### src/rtl/atfcb_pkg.sv
package atfcb_pkg;

  localparam int ADDR_W = 28;

  typedef enum logic [1:0] {
    OP_READ  = 2'd0,
    OP_WRITE = 2'd1,
    OP_FLUSH = 2'd2,
    OP_OTHER = 2'd3
  } op_t;

  localparam logic [2:0] REG_LBA_MODE    = 3'd0;
  localparam logic [2:0] REG_DRIVE       = 3'd1;
  localparam logic [2:0] REG_HEADS       = 3'd2;
  localparam logic [2:0] REG_SPT         = 3'd3;
  localparam logic [2:0] REG_FLUSH_SUP   = 3'd4;
  localparam logic [2:0] REG_CACHE_KNOWN = 3'd5;
  localparam logic [2:0] REG_CACHE_EN    = 3'd6;

  localparam logic [7:0] CMD_NONE  = 8'h00;
  localparam logic [7:0] CMD_READ  = 8'h20;
  localparam logic [7:0] CMD_WRITE = 8'h30;
  localparam logic [7:0] CMD_FLUSH = 8'he7;
  localparam logic [7:0] DEV_BASE  = 8'ha0;
  localparam logic [7:0] DEV_LBA   = 8'h40;

  // request fields carried along the divider chain
  typedef struct packed {
    op_t               op;
    logic [7:0]        count;
    logic [ADDR_W-1:0] addr;
    logic [7:0]        r1;
  } req_t;

  // contents of one divider cell
  typedef struct packed {
    logic              valid;
    req_t              req;
    logic [7:0]        rem;
    logic [ADDR_W-1:0] dvd;
  } cell_t;

endpackage

### src/rtl/atfcb_div_cell.sv
module atfcb_div_cell (
  input  logic               clk,
  input  logic               rst,
  input  logic               en,
  input  logic [7:0]         divisor,
  input  atfcb_pkg::cell_t   din,
  output atfcb_pkg::cell_t   dout
);

  logic [8:0] trial;
  logic [8:0] diff;
  logic       qbit;
  atfcb_pkg::cell_t nxt;

  // shift in one dividend bit and try the subtract
  always_comb begin
    trial = {din.rem, din.dvd[atfcb_pkg::ADDR_W-1]};
    diff  = trial - {1'b0, divisor};
    qbit  = (trial >= {1'b0, divisor});
    nxt       = din;
    nxt.rem   = qbit ? diff[7:0] : trial[7:0];
    nxt.dvd   = {din.dvd[atfcb_pkg::ADDR_W-2:0], qbit};
  end

  // advance the payload; clear the valid bit under reset
  always_ff @(posedge clk) begin
    if (en) begin
      dout.req <= nxt.req;
      dout.rem <= nxt.rem;
      dout.dvd <= nxt.dvd;
    end
    if (rst) begin
      dout.valid <= 1'b0;
    end else if (en) begin
      dout.valid <= din.valid;
    end
  end

endmodule

### config.mk
export PLATFORM = sky130hd
export DESIGN_NAME = atfcb_div_cell
export DESIGN_NICKNAME = d
export VERILOG_FILES = /design/src/rtl/atfcb_pkg.sv /design/src/rtl/atfcb_div_cell.sv
export SDC_FILE = /design/constraint.sdc
export NUM_CORES = 1
export LEC_CHECK = 0
export ABC_CLOCK_PERIOD_IN_PS = 3500
export BUFFER_PORTS_ARGS = -buffer_cell sky130_fd_sc_hd__buf_2
export CORE_MARGIN = 3
export CORE_UTILIZATION = 48
export CTS_BUF_LIST = sky130_fd_sc_hd__clkbuf_8
export DETAILED_ROUTE_END_ITERATION = 10
export PLACE_DENSITY = 0.87
export SLEW_MARGIN = 20
export SYNTH_ARGS = -nofsm -noshare
export SYNTH_HDL_FRONTEND = slang
export SYNTH_SLANG_ARGS = --single-unit
### constraint.sdc
create_clock -name clk -period 3.5 [get_ports clk]
set_input_delay 0.7 -clock clk [delete_from_list [all_inputs] [get_ports clk]]
set_output_delay 0.7 -clock clk [all_outputs]
set_load 0.05 [all_outputs]
==> results.md, run 1 <==
* Overall routing resource usage at 22.5%
* Summed instance area of the synthesized netlist at 3040 um2
* Syn. warnings at 0
* Number of instances resized during post-cts repair at 0
* Total placed cells including tap cells at 400
* Number of placement rows at 28
* Most common cell after layout, fill and taps aside: sky130_fd_sc_hd__buf_2
* Worst setup path category: input pin to flop
* Overall via count from detail_route at 2055
* Net total in the final layout at approximately 440
* Initial antenna violation count at 1
* Signal arrival time at the worst endpoint at 2680 ps
* Top library cells by usage in the layout, fill and taps aside: sky130_fd_sc_hd__buf_2, sky130_fd_sc_hd__edfxtp_1, sky130_fd_sc_hd__inv_1
* Initial core utilization at slightly above 50%
* Hpwl dp at roughly 6200 um
* Area occupied by registers at 2480 um2
* Finished Layout Cells at 416
* Sw Share at 32.5%
* CTS Root Buffer Type: sky130_fd_sc_hd__clkbuf_8
* Flip-flop and latch count after synthesis at 83
* Run status: completed
* Placed cell area at 3990 um2
* Total congestion overflow at 0
* Max reg flops at 83
* Total Routed Length at between 8000 and 9000 um
* Pin count of the biggest net entering global routing at 84
* Proportion of power drawn by the clock network at 24.0%
* Filler cell count in the final layout at 434
* Setup_tns at 0 ps
* Portion of total power attributed to combinational logic at 24.3%
* Boundary pin count at 177
* Clock latency at the later pin of the worst-skew pair at 330 ps
* Clock period minus worst slack at 2600 ps
* Worst Tran Pin Value at 1030 ps
* Antenna diode count at 0
* Number of sinks handled by clock tree synthesis at 83
* Number of cells traversed by the worst register-to-register path at 2
* Synthesized area divided by synthesized cell count at 20.1 um2
* Max VDD drop at 0.000367 V
* Initial drt markers at ~160
* Crit Path Max Fanout at 9
* Number of cells on the worst hold path at 2
* Sequential area share after synthesis at about four fifths
* Wire length of the first global-routing pass at ~12000 um
* Inserted Clock Buffers at 9
* Final design instance area without fill at 4150 um2
* Max capacitance violation total at 0
* Buffer levels on the longest clock path at 2
* CTS tree: yes
* Biggest registers after layout: dout (83)
* Remaining antenna violation count at 0
* Reg power frac at 51.7%
* Finish-stage setup viols at 0
* Die ar. at 7310 um2
* Setup Fix Bufs, Post-CTS at 0
* Floorplan die height at approximately 86 um
* Endpoint type of the worst setup path: flop
* Register ranked first by flip-flop count: dout
* Synthesized Nets at 254
* Final-report hold violation count at 0
* Mean routed wirelength per cell at 20.1 um
* Worst Setup Start Kind: input pin
* Avg Vias per Cell at 4.94
* Synthesized instance count at 151
* Share of the core filled with cells in the final layout at ~70%
* Library cells used by synthesis at 30
* NetSw at between 700 and 800 uW
* Setup Slack @ Placement at 557 ps
* Number of port buffers at approximately 180
* Hold Buf Count CTS at 0
* RSZ-0062 raised after global routing: no
* Share of final-layout standard cells stronger than drive strength 1 at 58.4%
* Internal power summed over all cells at approximately 1600 uW
* Number of pins with negative max-slew slack in the final report at 0
* DRC violations left at 0
* FMAX at 384 MHz
* Final estimated routing congestion in global placement at just over 0.8
* Static power due to leakage at 0.00186 uW
* Total power per unit cell area at ~560 nW/um2
* H-Tree Depth at 3
* Core Region at 6030 um2
* Final worst-path cycle share at 74.4%
* Number of global-route vias before repair at 2137
* Worst path required time at 3580 ps
* Count of TritonRoute iterations in the first routing pass at 4
* Die width at 85.5 um
* Relative slew slack at a little under a third
* Area used by multi-input combinational logic at 485 um2
* Post-synthesis to final-layout area growth at 36.7%
* Clock transition at path regs at 80 ps
* Worst Skew at 0 ps
* HP Class: input pin to flop
* Setup ws final at approximately 900 ps
## final cells by class
| class | instances | share of cell area [%] |
|---|---|---|
| sequential | 83 | 59.8 |
| clock buffer | 9 | 2.98 |
| clock inverter | 7 | 0.874 |
| inverter | 12 | 1.09 |
| tap | 75 | 2.26 |
| multi-input combinational | 54 | 11.7 |
| timing repair buffer | 176 | 21.3 |
## final timing paths
| check | from | to | slack, ps |
|---|---|---|---|
| setup reg to reg | dout[82] | dout[82] | 2900 |
| setup / recovery | divisor[6] | dout[30] | 900 |
| hold / removal | rst | dout[82] | 520 |
| hold reg to reg | dout[82] | dout[82] | 520 |
## metrics by stage
step                hold slack (ps)  power, uW
floorplan                       733       1630
global placement                475       1780
detailed placement              515       1800
CTS                             502       2360
global route                    504       2430
finish                          516       2340
## power by group through the flow
stage / Clock, uW / Sequential, uW / Combinational (uW)
3_5_place_dp: 0 / 1230 / 568
5_1_grt: 619 / 1220 / 592
2_1_floorplan: 0 / 1540 / 93.6
4_1_cts: 579 / 1210 / 571
6_report: 564 / 1210 / 569
3_3_place_gp: 0 / 1230 / 554
## critical path: stages
cell and delay [ps]:
sky130_fd_sc_hd__buf_2 70, sky130_fd_sc_hd__inv_1 30, sky130_fd_sc_hd__ha_1 370, sky130_fd_sc_hd__a21o_1 250, sky130_fd_sc_hd__a2111oi_2 390, sky130_fd_sc_hd__o21a_1 520, sky130_fd_sc_hd__mux2_4 340
## synth_stat cells, drive strengths merged
cell / n / share of area [%]
a2111oi: 1 / 0.49
a211o: 1 / 0.29
a211oi: 2 / 0.66
a21o: 3 / 0.78
a21oi: 2 / 0.33
a311o: 1 / 0.33
a31oi: 1 / 0.21
buf: 2 / 0.74
dfxtp: 1 / 0.66
edfxtp: 82 / 81
fa: 1 / 0.66
ha: 8 / 3.3
inv: 12 / 1.5
mux2: 6 / 3.0
mux2i: 3 / 0.99
nand2: 1 / 0.12
nand2b: 2 / 0.41
nand3: 2 / 0.33
nor2: 5 / 0.62
nor2b: 1 / 0.21
nor3: 3 / 0.49
nor3b: 1 / 0.25
nor4: 1 / 0.21
o21a: 2 / 0.49
o21ai: 2 / 0.33
o311a: 1 / 0.37
o31a: 1 / 0.29
xnor2: 3 / 0.87
## per-layer routing
metal	up-vias	track usage (%)	share of wire, %
met1	959	21.4	33
met2	114	40.7	53
met4	2	12.2	4.4
met3	29	9.13	10
li1	951	-	-
met5	-	0	0.13
## logic make-up (layout without fill, tap and decap cells)
| family | Yosys count | in the layout | synth area share [%] |
|---|---|---|---|
| buffers and inverters | 14 | 204 | 2.23 |
| AO/OA/AOI/OAI | 17 | 17 | 4.58 |
| XOR/XNOR | 3 | 3 | 0.866 |
| adder cells (fa/ha/maj) | 9 | 9 | 3.96 |
| AND/OR/NAND/NOR | 16 | 16 | 2.64 |
| flip-flops | 83 | 83 | 81.8 |
| multiplexers | 9 | 9 | 3.96 |
No activity file was read; power rests on OpenSTA's default activity.
==> run 2: changes to the inputs <==
ABC_CLOCK_PERIOD_IN_PS = 2400   (was 3500)
CORE_UTILIZATION = 45   (was 48)
PLACE_DENSITY = 0.82   (was 0.87)
clock period = 2.4 ns   (was 3.5 ns; I/O delays follow)
==> run 2 against run 1 <==
Compared with the run above:
- largest power group unchanged
- count of clock-buffer cells in the layout stayed put
- combinational power is 49% higher
- critical path type unchanged
- flip-flop and latch count stayed put
- die area is 6.2% higher
- via count is 1.1% lower
- critical endpoint is now dout[34]
- worst setup slack worse by 610 ps
- sequential power is 45% higher
- global-route usage is 4.3 points lower
==> results.md, run 2 (synthesis gave the netlist of run 1 again) <==
* Final worst-path cycle share at 88.3%
* Endpoint type of the worst setup path: flop
* Setup Slack @ Placement at -53.2 ps (-610 ps)
* Number of global-route vias before repair at 2051 (-4.0%)
* Area occupied by registers at 2480 um2 (unchanged)
* List of cells traversed by the critical path: buf_2, inv_1, ha_1, fa_1, nor2b_1, o31a_1, nor4_1, a311o_1, mux2_4
* Worst setup path category: input pin to flop
* Number of pins with negative max-slew slack in the final report at 0 (unchanged)
* Die width at 88.1 um (+3.1%)
* Finished Layout Cells at 427 (+2.6%)
* Static power due to leakage at 0.00193 uW (+3.7%)
* Setup ws final at 282 ps (-614 ps)
* Finish-stage setup viols at 0 (unchanged)
* Share of final-layout standard cells stronger than drive strength 1 at 60.3% (+1.9 points)
* Hold Buf Count CTS at 0 (unchanged)
* Overall routing resource usage at 18.2% (-4.3 points)
* Biggest registers after layout: dout (83)
* Area used by multi-input combinational logic at 485 um2 (unchanged)
* Slowest cell delay on critical path at 400 ps (-120 ps)
* H-Tree Depth at 3 (unchanged)
* Clock period minus worst slack at 2120 ps
* Relative slew slack at 76.7% (+45 points)
* Number of placement rows at 29 (+3.6%)
* Wire length of the first global-routing pass at 10300 um (-13%)
* Remaining antenna violation count at 0 (unchanged)
* Floorplan die height at 88.1 um (+3.1%)
* Clock latency at the later pin of the worst-skew pair at 330 ps (about the same)
* Setup Fix Bufs, Post-CTS at 0 (unchanged)
* Worst Tran Pin Value at 349 ps (-680 ps)
* Initial antenna violation count at 0 (-1)
* Total power per unit cell area at 836 nW/um2 (+48%)
* CTS Root Buffer Type: sky130_fd_sc_hd__clkbuf_8
* Top library cells by usage in the layout, fill and taps aside: sky130_fd_sc_hd__buf_2, sky130_fd_sc_hd__edfxtp_1, sky130_fd_sc_hd__inv_1
* Signal arrival time at the worst endpoint at 2210 ps (-470 ps)
* Clock transition at path regs at 80 ps (about the same)
* Post-synthesis to final-layout area growth at 41.1%
* Worst path required time at 2490 ps (-1090 ps)
* Filler cell count in the final layout at 490 (+13%)
* Initial core utilization at 47.0% (-3.4 points)
* Run status: completed
* Max capacitance violation total at 0 (unchanged)
* Total congestion overflow at 0 (unchanged)
* Boundary pin count at 177 (unchanged)
* Crit Path Max Fanout at 2 (-7)
* Final estimated routing congestion in global placement at 0.898 (+10%)
* FMAX at between 400 and 500 MHz
* Die ar. at 7770 um2 (+6.2%)
* Worst Setup Start Kind: input pin
* HP Class: input pin to flop
* Worst-path cell with the longest stage delay: sky130_fd_sc_hd__fa_1
* Final-report hold violation count at 0 (unchanged)
* Core Region at 6460 um2 (+7.2%)
* Number of port buffers at 176 (unchanged)
* Antenna diode count at 0 (unchanged)
* Total Routed Length at 7370 um (-12%)
* RSZ-0062 raised after global routing: no
* Max VDD drop at 0.000388 V (+5.9%)
* Register ranked first by flip-flop count: dout
* DRC violations left at 0 (unchanged)
* Count of TritonRoute iterations in the first routing pass at 4 (unchanged)
* Worst Skew at 0 ps (unchanged)
* Overall via count from detail_route at 2033 (-1.1%)
* Buffer levels on the longest clock path at 2 (unchanged)
* Number of instances resized during post-cts repair at 0 (unchanged)
* Avg Vias per Cell at 4.76 (-3.6%)
* Pin count of the biggest net entering global routing at 45 (-46%)
* Initial drt markers at 91 (-44%)
* Number of sinks handled by clock tree synthesis at 83 (unchanged)
* Total placed cells including tap cells at 411 (+2.8%)
* Hpwl dp at 5940 um (-4.0%)
* Worst hold slack at 292 ps (-224 ps)
* Most common cell after layout, fill and taps aside: sky130_fd_sc_hd__buf_2
* CTS tree: yes
* Inserted Clock Buffers at 9 (unchanged)
* Max reg flops at 83 (unchanged)
* Net total in the final layout at 448 (+2.1%)
* Mean routed wirelength per cell at 17.3 um (-14%)
[run 2: cell type report]
type,instances,area share [%]
sequential,83,57.9
timing repair buffer,185,22.8
multi-input combinational,54,11.3
clock buffer,9,2.89
tap,77,2.25
clock inverter,7,1.75
inverter,12,1.05
[run 2: worst paths after layout]
| check | slack (ps) | cells past startpoint | from | endpoint |
|---|---|---|---|---|
| max reg2reg | 1820 | 2 | dout[82] | dout[82] |
| min | 290 | 2 | rst | dout[82] |
| min reg2reg | 500 | 2 | dout[82] | dout[82] |
| max | 280 | 9 | din[27] | dout[34] |
[run 2: per-layer routing]
metal	up-vias	GRT usage [%]	routed length, um
met4	0	7.01	68
met2	85	35.2	4220
li1	966	-	-
met3	4	5.17	616
met5	-	0	0
met1	978	18.2	2460
[run 2: worst max-delay path, delay by kind of cell]
kind | cells | cell delay (ps)
fa+ha+maj | 2 | 600
mux | 1 | 270
buf+inv | 2 | 120
compound gates | 2 | 500
simple gates | 2 | 230
[run 2: report_power, final]
part | switching (uW) | internal, uW | leakage [uW]
Combinational | 612 | 233 | 0.00102
Sequential | 29.1 | 1730 | 0.000811
Clock | 487 | 488 | 0.0000975
[run 2: stage by stage]
stage,instance area (um2),util (%),setup TNS (ps),total power (uW)
final,4280,66.3,0,3580
after floorplan,3040,-,0,2380
after CTS,4280,66.3,0,3610
after global placement,4090,63.3,0,2620
after global routing,4280,66.3,0,3730
after detailed placement,4090,63.3,-53.2,2650
==> run 3: changes to the inputs <==
ABC_CLOCK_PERIOD_IN_PS = 1850   (was 2400)
CORE_MARGIN = 2   (was 3)
CORE_UTILIZATION = 41   (was 45)
PLACE_DENSITY = 0.79   (was 0.82)
clock period = 1.85 ns   (was 2.4 ns; I/O delays follow)
==> run 3 against run 2 <==
Compared with the run above:
- the run now ends with negative setup slack left
- clock skew stayed put
- total power rose by 35%
- sequential share of layout area down 5.3 points
- die area rose by 4.4%
- global-route usage down 0.14 points
- sequential power up 30%
- hold slack worse by 120 ps
- combinational power up 45%
- critical path type unchanged
- largest cell class unchanged
==> results.md, run 3 (synthesis gave the netlist of run 1 again) <==
* DRC violations left at 0 (unchanged)
* FMAX at between 500 and 600 MHz
* Buffer levels on the longest clock path at 2 (unchanged)
* Number of pins with negative max-slew slack in the final report at 0 (unchanged)
* Hpwl dp at 5750 um (-3.2%)
* Overall via count from detail_route at 2159 (+6.2%)
* Signal arrival time at the worst endpoint at 1970 ps (-240 ps)
* Reg2Reg Setup Slack at 1270 ps (-550 ps)
* Total placed cells including tap cells at 447 (+8.8%)
* Max VDD drop at 0.000486 V (+25%)
* Endpoint type of the worst setup path: flop
* Register ranked first by flip-flop count: dout
* Setup Slack @ Placement at -467 ps (-414 ps)
* Clock transition at path regs at 90 ps (about the same)
* Worst setup path category: input pin to flop
* Placed cell area at 4260 um2 (+4.3%)
* Family with the most delay on the worst path: compound AO/OA/AOI/OAI gates
* Final worst-path cycle share at 101%
* Total power per unit cell area at 1030 nW/um2 (+23%)
* Floorplan die height at 90.0 um (+2.2%)
* Overall routing resource usage at 18.1% (-0.14 points)
* Run status: finished with violations
* Crit Path Max Fanout at 2 (unchanged)
* Static power due to leakage at 0.00207 uW (+7.2%)
* Worst path required time at 1950 ps (-540 ps)
* Pin count of the biggest net entering global routing at 39 (-13%)
* Slowest cell delay on critical path at 360 ps (-40 ps)
* Hold Path End: dout[82]
* Initial drt markers at 84 (-7.7%)
* Critical path depth in cells at 9 (unchanged)
* Worst hold slack at 170 ps (-123 ps)
* Final-report hold violation count at 0 (unchanged)
* Number of port buffers at 176 (unchanged)
* RSZ-0062 raised after global routing: yes
* Final estimated routing congestion in global placement at 0.820 (-8.7%)
* Number of cells traversed by the worst register-to-register path at 2 (unchanged)
* Endpoint of the most critical register-to-register path: dout[82]
* Total Routed Length at 7810 um (+6.0%)
* Worst Tran Pin Value at 302 ps (-47.1 ps)
* Source of the worst register-to-register timing path: dout[82]
* Max capacitance violation total at 0 (unchanged)
* Share of the core filled with cells in the final layout at 65.3% (-0.98 points)
* Die width at 90.0 um (+2.2%)
* Boundary pin count at 177 (unchanged)
* Finished Layout Cells at 470 (+10%)
* Clock latency at the later pin of the worst-skew pair at 350 ps (+20 ps)
* Core Region at 7210 um2 (+12%)
* CTS tree: yes
* Count of TritonRoute iterations in the first routing pass at 4 (unchanged)
* Remaining antenna violation count at 0 (unchanged)
* Wire length of the first global-routing pass at 11000 um (+7.0%)
* Inserted Clock Buffers at 9 (unchanged)
* Clock period minus worst slack at 1870 ps
* Avg Vias per Cell at 4.59 (-3.5%)
* Total buffers and inverters traversed by the critical path at 3 (+1)
* Setup ws final at -22.8 ps (-304 ps)
* Antenna diode count at 0 (unchanged)
* Post-synthesis to final-layout area growth at 55.3%
* Final design instance area without fill at 4710 um2 (+10%)
* List of cells traversed by the critical path: buf_8, inv_12, ha_4, fa_2, nor2b_2, o31a_1, buf_4, a311o_1, mux2_4
* Worst Skew at 0 ps (unchanged)
* Worst Setup Start Kind: input pin
* HP Class: input pin to flop
* Initial core utilization at 42.1% (-4.9 points)
* Hold Buf Count CTS at 0 (unchanged)
* Share of final-layout standard cells stronger than drive strength 1 at 68.5% (+8.2 points)
* Number of placement rows at 31 (+6.9%)
* Die ar. at 8110 um2 (+4.4%)
* Mean routed wirelength per cell at 16.6 um (-3.7%)
* Initial antenna violation count at 0 (unchanged)
* Relative slew slack at 79.9% (+3.1 points)
* Biggest registers after layout: dout (83)
* CTS Root Buffer Type: sky130_fd_sc_hd__clkbuf_8
* Failing checks: negative setup slack
* Top library cells by usage in the layout, fill and taps aside: sky130_fd_sc_hd__buf_2, sky130_fd_sc_hd__edfxtp_1, sky130_fd_sc_hd__buf_4
* Finish-stage setup viols at 1 (+1)
* Worst-path cell with the longest stage delay: sky130_fd_sc_hd__a311o_1
* Total congestion overflow at 0 (unchanged)
* Net total in the final layout at 469 (+4.7%)
* Filler cell count in the final layout at 539 (+10%)
* H-Tree Depth at 3 (unchanged)
* Number of sinks handled by clock tree synthesis at 83 (unchanged)
* Max reg flops at 83 (unchanged)
* Most common cell after layout, fill and taps aside: sky130_fd_sc_hd__buf_2
* Worst Min Path Start: rst
* Number of cells on the worst hold path at 2 (unchanged)
* Number of global-route vias before repair at 2052 (+0.049%)
run 3: changes by cell type in the layout (fill, tap and decap cells not counted), moves of 2 or more:
cell | before | now
sky130_fd_sc_hd__inv_4 | 0 | 2
sky130_fd_sc_hd__nand3_1 | 2 | 0
sky130_fd_sc_hd__inv_2 | 0 | 2
sky130_fd_sc_hd__ha_4 | 0 | 8
sky130_fd_sc_hd__nand3_4 | 0 | 2
sky130_fd_sc_hd__clkinv_4 | 0 | 2
sky130_fd_sc_hd__clkinv_2 | 2 | 0
sky130_fd_sc_hd__buf_6 | 0 | 7
sky130_fd_sc_hd__ha_1 | 8 | 0
sky130_fd_sc_hd__buf_2 | 175 | 171
sky130_fd_sc_hd__buf_4 | 8 | 25
sky130_fd_sc_hd__inv_1 | 12 | 7
run 3: how the worst max path moves through the flow:
stage                from  slack [ps]       end
2_1_floorplan     din[27]        -200  dout[34]
3_3_place_gp      din[27]        -430  dout[34]
3_5_place_dp      din[27]        -470  dout[34]
4_1_cts        divisor[2]           3  dout[34]
5_1_grt           din[27]         -40  dout[34]
6_report          din[27]         -20  dout[34]
run 3: cell type report:
type,instances,area [um2],share of cell area [%]
clock buffer,9,124,2.63
tap,99,124,2.63
sequential,83,2480,52.7
clock inverter,7,87.6,1.86
timing repair buffer,206,1180,25.0
multi-input combinational,54,657,13.9
inverter,12,62.6,1.33
run 3: report_power, final:
| group | internal (uW) | total (uW) | switching, uW |
|---|---|---|---|
| logic | 392 | 1230 | 837 |
| registers | 2250 | 2290 | 37.1 |
| clock network | 643 | 1320 | 680 |
| total | 3280 | 4840 | 1550 |
run 3: repair_timing:
action,CTS,global route
buffers inserted,1,6
gates resized for setup,6,28
pin swaps,3,4
endpoints found under the setup margin,4,8
cloned,0,0
run 3: stage by stage:
stage,total power (uW),TNS [ps]
floorplan,3090,-1160
global placement,3440,-2960
detailed placement,3470,-3150
CTS,4780,0
global route,5010,-182
finish,4840,-22.8
run 3: routing by layer:
metal / track usage, % / vias to the layer above / wire length [um]
met1: 19.5 / 1025 / 2650
li1: - / 1017 / -
met5: 0 / - / 0
met4: 7.44 / 0 / 164
met2: 31.8 / 103 / 4370
met3: 6.87 / 14 / 619
